--- src/htd_pkg.sv ---
// Shared types and constants for the Huffman tree decoder.
// No dependencies; used by htd_front, htd_back and huffman_tree_decoder.
package htd_pkg;

    localparam int NODE_COUNT_DEF = 256;
    localparam int TABLE_SLOTS    = 256;

    localparam logic KIND_LOAD = 1'b0;
    localparam logic KIND_BIT  = 1'b1;

    localparam logic [7:0] ROOT_NODE = 8'd0;

    typedef struct packed {
        logic       kind;
        logic [7:0] node_index;
        logic       left_is_leaf;
        logic [7:0] left_value;
        logic       right_is_leaf;
        logic [7:0] right_value;
        logic       code_bit;
    } t_in_item;

    typedef struct packed {
        logic [7:0] symbol;
        logic       error;
    } t_out_item;

    typedef struct packed {
        logic       left_is_leaf;
        logic [7:0] left_value;
        logic       right_is_leaf;
        logic [7:0] right_value;
    } t_node;

    // classified request between front and back
    typedef struct packed {
        logic       is_bit;
        logic [7:0] node_index;
        t_node      node;
        logic       code_bit;
    } t_cmd;

    typedef enum logic {
        BK_DISPATCH,
        BK_RESOLVE
    } t_back_state;

endpackage

--- src/huffman_tree_decoder.sv ---
// Top level of the Huffman tree decoder: front queue, back walker, config register.
// Depends on htd_pkg, htd_front and htd_back.
//
//  channel  | handshake                | payload
//  ---------+--------------------------+--------------------------
//  input    | i_in_valid / o_in_ready  | i_in_item  (t_in_item)
//  output   | o_out_valid / i_out_ready| o_out_item (t_out_item)
//  config   | i_cfg_valid / o_cfg_ready| i_cfg_data (single_leaf_tree)
//
// A code bit passes the back end as a synchronous node table read at the current
// node, then the child select that sets the next node; a load is a table write.
// A two-entry queue parts input from the walker and an output register parts the
// walker from the output; a held result stalls the walker, then the input once
// the queue fills. Synchronous reset empties the queue, drops any pending result
// and returns the walk to the root; the node table is not cleared.
module huffman_tree_decoder #(
    parameter int NODE_COUNT = htd_pkg::NODE_COUNT_DEF
) (
    input  logic               i_clk,
    input  logic               i_rst_n,
    input  logic               i_in_valid,
    output logic               o_in_ready,
    input  htd_pkg::t_in_item  i_in_item,
    output logic               o_out_valid,
    input  logic               i_out_ready,
    output htd_pkg::t_out_item o_out_item,
    input  logic               i_cfg_valid,
    output logic               o_cfg_ready,
    input  logic               i_cfg_data
);
    import htd_pkg::*;

    logic r_single_leaf_tree;
    logic q_valid;
    logic q_ready;
    t_cmd q_cmd;

    assign o_cfg_ready = 1'b1;

    always_ff @(posedge i_clk) begin
        if (!i_rst_n) begin
            r_single_leaf_tree <= 1'b0;
        end else if (i_cfg_valid && o_cfg_ready) begin
            r_single_leaf_tree <= i_cfg_data;
        end
    end

    htd_front #(
        .NODE_COUNT(NODE_COUNT)
    ) u_front (
        .i_clk      (i_clk),
        .i_rst_n    (i_rst_n),
        .i_in_valid (i_in_valid),
        .o_in_ready (o_in_ready),
        .i_in_item  (i_in_item),
        .o_q_valid  (q_valid),
        .i_q_ready  (q_ready),
        .o_q_cmd    (q_cmd)
    );

    htd_back #(
        .NODE_COUNT(NODE_COUNT)
    ) u_back (
        .i_clk              (i_clk),
        .i_rst_n            (i_rst_n),
        .i_single_leaf_tree (r_single_leaf_tree),
        .i_q_valid          (q_valid),
        .o_q_ready          (q_ready),
        .i_q_cmd            (q_cmd),
        .o_out_valid        (o_out_valid),
        .i_out_ready        (i_out_ready),
        .o_out_item         (o_out_item)
    );

endmodule

--- src/htd_front.sv ---
// Front end: accepts input requests, classifies them and queues them, dropping loads aimed past the table.
// Depends on htd_pkg.
module htd_front #(
    parameter int NODE_COUNT = htd_pkg::NODE_COUNT_DEF
) (
    input  logic              i_clk,
    input  logic              i_rst_n,
    input  logic              i_in_valid,
    output logic              o_in_ready,
    input  htd_pkg::t_in_item i_in_item,
    output logic              o_q_valid,
    input  logic              i_q_ready,
    output htd_pkg::t_cmd     o_q_cmd
);
    import htd_pkg::*;

    localparam int QDEPTH = 2;

    t_cmd       r_queue [QDEPTH];
    logic       r_wr_ptr, n_wr_ptr;
    logic       r_rd_ptr, n_rd_ptr;
    logic [1:0] r_count, n_count;

    t_cmd cmd;
    logic accept;
    logic push;
    logic pop;
    logic load_ok;

    assign o_in_ready = (r_count != 2'(QDEPTH));
    assign accept     = i_in_valid && o_in_ready;
    assign load_ok    = (32'(i_in_item.node_index) < NODE_COUNT);

    always_comb begin
        cmd.is_bit             = (i_in_item.kind == KIND_BIT);
        cmd.node_index         = i_in_item.node_index;
        cmd.node.left_is_leaf  = i_in_item.left_is_leaf;
        cmd.node.left_value    = i_in_item.left_value;
        cmd.node.right_is_leaf = i_in_item.right_is_leaf;
        cmd.node.right_value   = i_in_item.right_value;
        cmd.code_bit           = i_in_item.code_bit;
    end

    // drop loads aimed past the table
    assign push = accept && (cmd.is_bit || load_ok);
    assign pop  = o_q_valid && i_q_ready;

    assign o_q_valid = (r_count != 2'd0);
    assign o_q_cmd   = r_queue[r_rd_ptr];

    always_comb begin
        n_wr_ptr = push ? ~r_wr_ptr : r_wr_ptr;
        n_rd_ptr = pop  ? ~r_rd_ptr : r_rd_ptr;
        n_count  = r_count + 2'(push) - 2'(pop);
    end

    always_ff @(posedge i_clk) begin
        if (!i_rst_n) begin
            r_wr_ptr <= 1'b0;
            r_rd_ptr <= 1'b0;
            r_count  <= 2'd0;
        end else begin
            r_wr_ptr <= n_wr_ptr;
            r_rd_ptr <= n_rd_ptr;
            r_count  <= n_count;
        end
    end

    always_ff @(posedge i_clk) begin
        if (push) begin
            r_queue[r_wr_ptr] <= cmd;
        end
    end

endmodule

--- src/htd_back.sv ---
// Back end: node table memory, tree walk and the output register.
// Depends on htd_pkg.
module htd_back #(
    parameter int NODE_COUNT = htd_pkg::NODE_COUNT_DEF
) (
    input  logic               i_clk,
    input  logic               i_rst_n,
    input  logic               i_single_leaf_tree,
    input  logic               i_q_valid,
    output logic               o_q_ready,
    input  htd_pkg::t_cmd      i_q_cmd,
    output logic               o_out_valid,
    input  logic               i_out_ready,
    output htd_pkg::t_out_item o_out_item
);
    import htd_pkg::*;

    localparam int DEPTH  = (NODE_COUNT < TABLE_SLOTS) ? NODE_COUNT : TABLE_SLOTS;
    localparam int ADDR_W = $clog2(DEPTH);

    t_node       r_node_mem [DEPTH];
    t_node       r_rd_data;
    logic        r_rd_ok;
    logic        r_bit;
    logic [7:0]  r_cur, n_cur;
    t_back_state r_state, n_state;
    logic        r_out_valid, n_out_valid;
    t_out_item   r_out, n_out;

    logic       mem_we;
    logic       rd_en;
    logic       resolve;
    logic       slot_free;
    logic       cur_ok;
    t_node      entry;
    logic       child_leaf;
    logic [7:0] child_value;

    assign slot_free = !r_out_valid || i_out_ready;
    assign cur_ok    = (32'(r_cur) < NODE_COUNT);

    // next state
    always_comb begin
        n_state = r_state;
        case (r_state)
            BK_DISPATCH: begin
                if (i_q_valid && i_q_cmd.is_bit) n_state = BK_RESOLVE;
            end
            BK_RESOLVE: begin
                if (slot_free) n_state = BK_DISPATCH;
            end
            default: n_state = BK_DISPATCH;
        endcase
    end

    // state outputs
    always_comb begin
        o_q_ready = 1'b0;
        mem_we    = 1'b0;
        rd_en     = 1'b0;
        resolve   = 1'b0;
        case (r_state)
            BK_DISPATCH: begin
                o_q_ready = 1'b1;
                mem_we    = i_q_valid && !i_q_cmd.is_bit;
                rd_en     = i_q_valid && i_q_cmd.is_bit;
            end
            BK_RESOLVE: begin
                resolve = slot_free;
            end
            default: ;
        endcase
    end

    // nodes past the table read as all zero: both children lead back to the root
    assign entry       = r_rd_ok ? r_rd_data : '0;
    assign child_leaf  = r_bit ? entry.right_is_leaf : entry.left_is_leaf;
    assign child_value = r_bit ? entry.right_value   : entry.left_value;

    always_comb begin
        n_cur       = r_cur;
        n_out       = r_out;
        n_out_valid = r_out_valid && !i_out_ready;
        if (resolve) begin
            if (i_single_leaf_tree) begin
                n_cur        = ROOT_NODE;
                n_out.symbol = '0;
                n_out.error  = 1'b1;
                n_out_valid  = 1'b1;
            end else if (child_leaf) begin
                n_cur        = ROOT_NODE;
                n_out.symbol = child_value;
                n_out.error  = 1'b0;
                n_out_valid  = 1'b1;
            end else begin
                n_cur = child_value;
            end
        end
    end

    always_ff @(posedge i_clk) begin
        if (!i_rst_n) begin
            r_state     <= BK_DISPATCH;
            r_cur       <= ROOT_NODE;
            r_out_valid <= 1'b0;
        end else begin
            r_state     <= n_state;
            r_cur       <= n_cur;
            r_out_valid <= n_out_valid;
        end
    end

    always_ff @(posedge i_clk) begin
        r_out <= n_out;
        if (rd_en) begin
            r_bit   <= i_q_cmd.code_bit;
            r_rd_ok <= cur_ok;
        end
    end

    // node table: one write or one read per cycle, read data registered
    always_ff @(posedge i_clk) begin
        if (mem_we) begin
            r_node_mem[i_q_cmd.node_index[ADDR_W-1:0]] <= i_q_cmd.node;
        end
        if (rd_en) begin
            r_rd_data <= r_node_mem[r_cur[ADDR_W-1:0]];
        end
    end

    assign o_out_valid = r_out_valid;
    assign o_out_item  = r_out;

    a_one_port_op: assert property (@(posedge i_clk) disable iff (!i_rst_n)
        !(mem_we && rd_en))
        else $error("node table written and read in the same cycle");

    a_read_then_resolve: assert property (@(posedge i_clk) disable iff (!i_rst_n)
        rd_en |=> (r_state == BK_RESOLVE))
        else $error("table read not followed by resolve");

    a_out_from_resolve: assert property (@(posedge i_clk) disable iff (!i_rst_n)
        $rose(r_out_valid) |-> ($past(r_state) == BK_RESOLVE))
        else $error("result appeared outside resolve");

    a_error_symbol: assert property (@(posedge i_clk) disable iff (!i_rst_n)
        (r_out_valid && r_out.error) |-> (r_out.symbol == 8'd0))
        else $error("error result carries a symbol");

    a_result_to_root: assert property (@(posedge i_clk) disable iff (!i_rst_n)
        (resolve && (i_single_leaf_tree || child_leaf)) |=> (r_cur == ROOT_NODE))
        else $error("walk did not return to root after a result");

endmodule
--- config.mk ---
export PLATFORM = sky130hd
export DESIGN_NAME = huffman_tree_decoder
export DESIGN_NICKNAME = d
export VERILOG_FILES = /design/src/htd_pkg.sv /design/src/huffman_tree_decoder.sv /design/src/htd_front.sv /design/src/htd_back.sv
export SDC_FILE = /design/constraint.sdc
export NUM_CORES = 2
export LEC_CHECK = 0
export BUFFER_PORTS_ARGS = -buffer_cell sky130_fd_sc_hd__buf_4
export CORE_ASPECT_RATIO = 1.75
export CORE_UTILIZATION = 30
export CTS_CLUSTER_SIZE = 28
export DETAILED_ROUTE_END_ITERATION = 10
export MAX_ROUTING_LAYER = met4
export PLACE_DENSITY = 0.55
export SKIP_CTS_REPAIR_TIMING = 1
export SYNTH_ARGS = -nofsm -noshare
export SYNTH_HDL_FRONTEND = slang
export SYNTH_MEMORY_MAX_BITS = 65536
export SYNTH_SLANG_ARGS = --single-unit
--- constraint.sdc ---
create_clock -name i_clk -period 7.6 [get_ports i_clk]
set_input_delay 0.76 -clock i_clk [delete_from_list [all_inputs] [get_ports i_clk]]
set_output_delay 0.76 -clock i_clk [all_outputs]
set_load 0.01 [all_outputs]
==> impl_summary.txt <==
----------------------------------------------------
[Power and ir drop]
  Leak pwr ... around 60 nW
  Peak ir drop on the vdd network ... 0.322 mV
  Total power divided by cell area ... approximately 320 mW/mm²

[Global route]
  Antenna violations before repair ... 38
  Vias in the first global route ... 92,000
  Global routing usage summed across all routing layers ... 0.185
  Residual overflow from global routing ... 0
  Largest net degree at the start of global routing ... around 170
  Wire length of the first global-routing pass ... around 760,000 µm

[Job]
  Max capacitance violation total ... 5

[Clock tree]
  H-tree Lvls ... 5
  Number of CTS-inserted buffers ... approximately 390
  TritonCTS clock tree ... built
  Root buffer selected by CTS ... sky130_fd_sc_hd__clkbuf_16
  Clk buf depth ... 4
  Insertion delay to the later sink of the worst-skew pair ... just over 1000 ps
  Number of sinks on the clock net ... about 4,700
  Clock-pin slew on the worst setup and hold paths ... 70 ps

[Worst setup path]
  Worst endpoint data arrival time ... just under 7000 ps
  Crit path launch type ... register
  CP Max Fanout ... 54
  Logic depth of the worst register-to-register path ... 10
  Slowest CP cell ... sky130_fd_sc_hd__dfxtp_4
  Crit-path max cell delay ... 1040 ps
  Crit Path Category ... reg2reg
  Required time reported for the critical path endpoint ... approximately 8400 ps
  Capturing element type of the critical path ... register
  Critical Path, Cell by Cell ... buf_12 > buf_12 > mux2i_1 > o221ai_1 > nor3_1 > buf_4 > a311oi_1 > o21ai_0 > nor4bb_1 > nor4b_1
  Most numerous cell on the critical path ... sky130_fd_sc_hd__buf_12

[Die]
  Floorplan die width ... between 500 and 600 µm
  FP Rows ... 377
  Overall die height ... approximately 1000 µm
  Ports ... 46
  Initial Utilization ... 0.301
  Floorplan die area ... between 0.6 and 0.7 mm²
  Core footprint ... roughly 0.60 mm²

[Timing]
  Relative slew margins ... -0.0678
  Tightest Pin Transition ... about 1600 ps
  Setup total negative slack ... 0 ps
  Hold Vio Cnt, Final ... 0
  Setup repair after global routing missed its margin ... false
  Post-route setup slack ... 1690 ps
  Final setup violation count ... 0
  Max Freq ... ~170 MHz
  Largest clock skew in the final design ... between 40 and 50 ps
  Fin. max-slew vios ... 10
  Clock period minus final worst setup slack ... between 5000 and 6000 ps
  Ratio of final minimum period to clock period ... 0.778

[Place]
  GP Congestion ... between 0.9 and 1
  Placed Cells incl. Taps ... between 15,000 and 20,000
  Count of buffers from port buffering ... 44
  DP Worst Slack ... 1840 ps
  HPWL reported at the end of detailed placement ... approximately 360,000 µm

[Yosys]
  Largest area contributor in the synthesized netlist ... sky130_fd_sc_hd__edfxtp_1
  Sequential cell area fraction in the yosys report ... 0.778
  Warning count from the yosys run ... 0
  Count of flip-flops with a built-in enable after synthesis ... 4,692
  Post-synthesis sequential element count ... around 4,700
  Mapped Cells ... roughly 8,500
  Top area cells in the synthesized netlist ... sky130_fd_sc_hd__edfxtp_1, sky130_fd_sc_hd__mux4_2, sky130_fd_sc_hd__mux2i_1
  Distinct cells, synth ... 66
  Netlist Area Pre-Place ... ~0.18 mm²
  Dominant register cell in the synthesized netlist ... sky130_fd_sc_hd__edfxtp_1
  Average size of a mapped cell ... around 21 µm²
  Post-synthesis net count ... around 8,600
  FFs w/ async S/R, synth ... 0
  Yosys top cell area share ... 0.776

[Cells and area]
  Layout Cells excl Fill ... approximately 17,000
  Growth of design area from synthesis to finish ... 13.9%
  Layout cell share with drive strength beyond 1 ... 0.244
  Post-route core utilization ... 0.343
  Post-layout nets ... between 8,000 and 9,000
  Most common cell after layout, fill and taps aside ... sky130_fd_sc_hd__edfxtp_1
  Highest-count cells in the layout ignoring fill and taps ... sky130_fd_sc_hd__edfxtp_1, sky130_fd_sc_hd__mux4_2, sky130_fd_sc_hd__mux2i_1, sky130_fd_sc_hd__clkbuf_16, sky130_fd_sc_hd__buf_4

[Routing]
  Vias ... slightly below 90,000
  Drt drc ... 0
  Final wirelength ... 559,000 µm
  Antenna-violating nets left ... 0
  First drt pass iteration count ... 6
  DR iter-0 viols ... approximately 9,000
  Via count normalized by instance count ... about 5.2
  WL per Instance ... about 33 µm

[Hold path]
  Instance count along the most critical hold path ... 3
  Worst min path class ... in2reg

[Status]
  Violated checks ... capacitance limit, slew limit
  Run status ... complete, but fails checks

----------------------------------------------------
-- report_power, final --
group / internal, mW / leakage [nW] / switching, mW
Sequential: 31.5 / 42.3 / 0.202
Clock: 11.4 / 6.35 / 9.62
Combinational: 3.80 / 11.6 / 10.1
Total: 46.6 / 60.3 / 19.9
-- kinds of logic after synthesis --
family	after synthesis	share of synthesized area
compound gates	858	0.0333
xor+xnor	3	0.000145
fa+ha+maj	2	0.000138
buf+inv	525	0.0161
flops	4708	0.778
mux	1630	0.153
other cells	1	0.0000207
simple gates	817	0.0200
-- flip-flops by register name, summed over array words and instances, names as in the netlist, named ones only --
register and flops:
u_back.o_out_valid 1, u_back.r_rd_data 18, u_back.r_node_mem 4608, u_front.r_count 2
r_single_leaf_tree 1, u_front.r_wr_ptr 1, u_front.r_rd_ptr 1, u_back.r_cur 8
u_back.r_bit 1, u_back.r_state 1, u_front.r_queue 56, u_back.o_out_item 9
-- area by class of cell --
type                            count  area (µm²)
Sequential cell                  4708      141000
Fill cell                       55600      396000
Clock inverter                    264        2800
Antenna cell                       41         103
Tap cell                         7959        9960
Inverter                           20        88.8
Timing Repair Buffer              376        3360
Clock buffer                      456       10300
Multi-Input combinational cell   3311       38900
-- through the flow --
step	power (mW)	area [µm²]	hold slack [ps]
floorplan	39.6	182000	406
global placement	45.9	193000	573
detailed placement	46.2	193000	579
CTS	66.9	206000	-94.4
global route	68.0	207000	157
finish	66.6	207000	108
-- critical path, delay by kind of cell, from the launching register on --
family	cells	cell delay [ps]
buf+inv	3	1030
mux	1	140
compound gates	3	2160
simple gates	3	1170
flops	1	1040
-- Yosys cell counts (16+ instances only) --
library cell                instances
sky130_fd_sc_hd__inv_1             19
sky130_fd_sc_hd__buf_4             86
sky130_fd_sc_hd__nand2_1          147
sky130_fd_sc_hd__clkbuf_1         232
sky130_fd_sc_hd__buf_2             85
sky130_fd_sc_hd__buf_6             57
sky130_fd_sc_hd__mux4_2           906
sky130_fd_sc_hd__o22ai_1          173
sky130_fd_sc_hd__edfxtp_1        4692
sky130_fd_sc_hd__buf_1             37
sky130_fd_sc_hd__mux2i_1          683
sky130_fd_sc_hd__nand2b_1          16
sky130_fd_sc_hd__a221oi_1          29
sky130_fd_sc_hd__dfxtp_1           16
sky130_fd_sc_hd__nand4_1           20
sky130_fd_sc_hd__a211oi_1          28
sky130_fd_sc_hd__nor4_1            22
sky130_fd_sc_hd__nand3_1           43
sky130_fd_sc_hd__a22o_1            28
sky130_fd_sc_hd__a2111oi_0         17
sky130_fd_sc_hd__o32ai_1           21
sky130_fd_sc_hd__a21oi_1          155
sky130_fd_sc_hd__nor2_1           349
sky130_fd_sc_hd__mux2_2            41
sky130_fd_sc_hd__nor3_1           172
sky130_fd_sc_hd__a22oi_1           43
sky130_fd_sc_hd__o221ai_1         219
sky130_fd_sc_hd__o21ai_0           86
-- layer usage --
layer	wire length (µm)	up-vias	track usage
met2	295000	3430	0.326
met5	0	-	-
met4	48700	0	0.136
li1	-	36500	-
met1	189000	47900	0.191
met3	27000	1029	0.0198
-- final timing paths --
kind | to | from | slack, ps
min | r_single_leaf_tree | i_cfg_valid | 110
max | u_back.r_rd_data[12] | u_back.r_cur[0] | 1690
max reg2reg | u_back.r_rd_data[12] | u_back.r_cur[0] | 1690
min reg2reg | u_front.r_rd_ptr | u_front.r_rd_ptr | 590
Power figures use the tool's default switching activity.
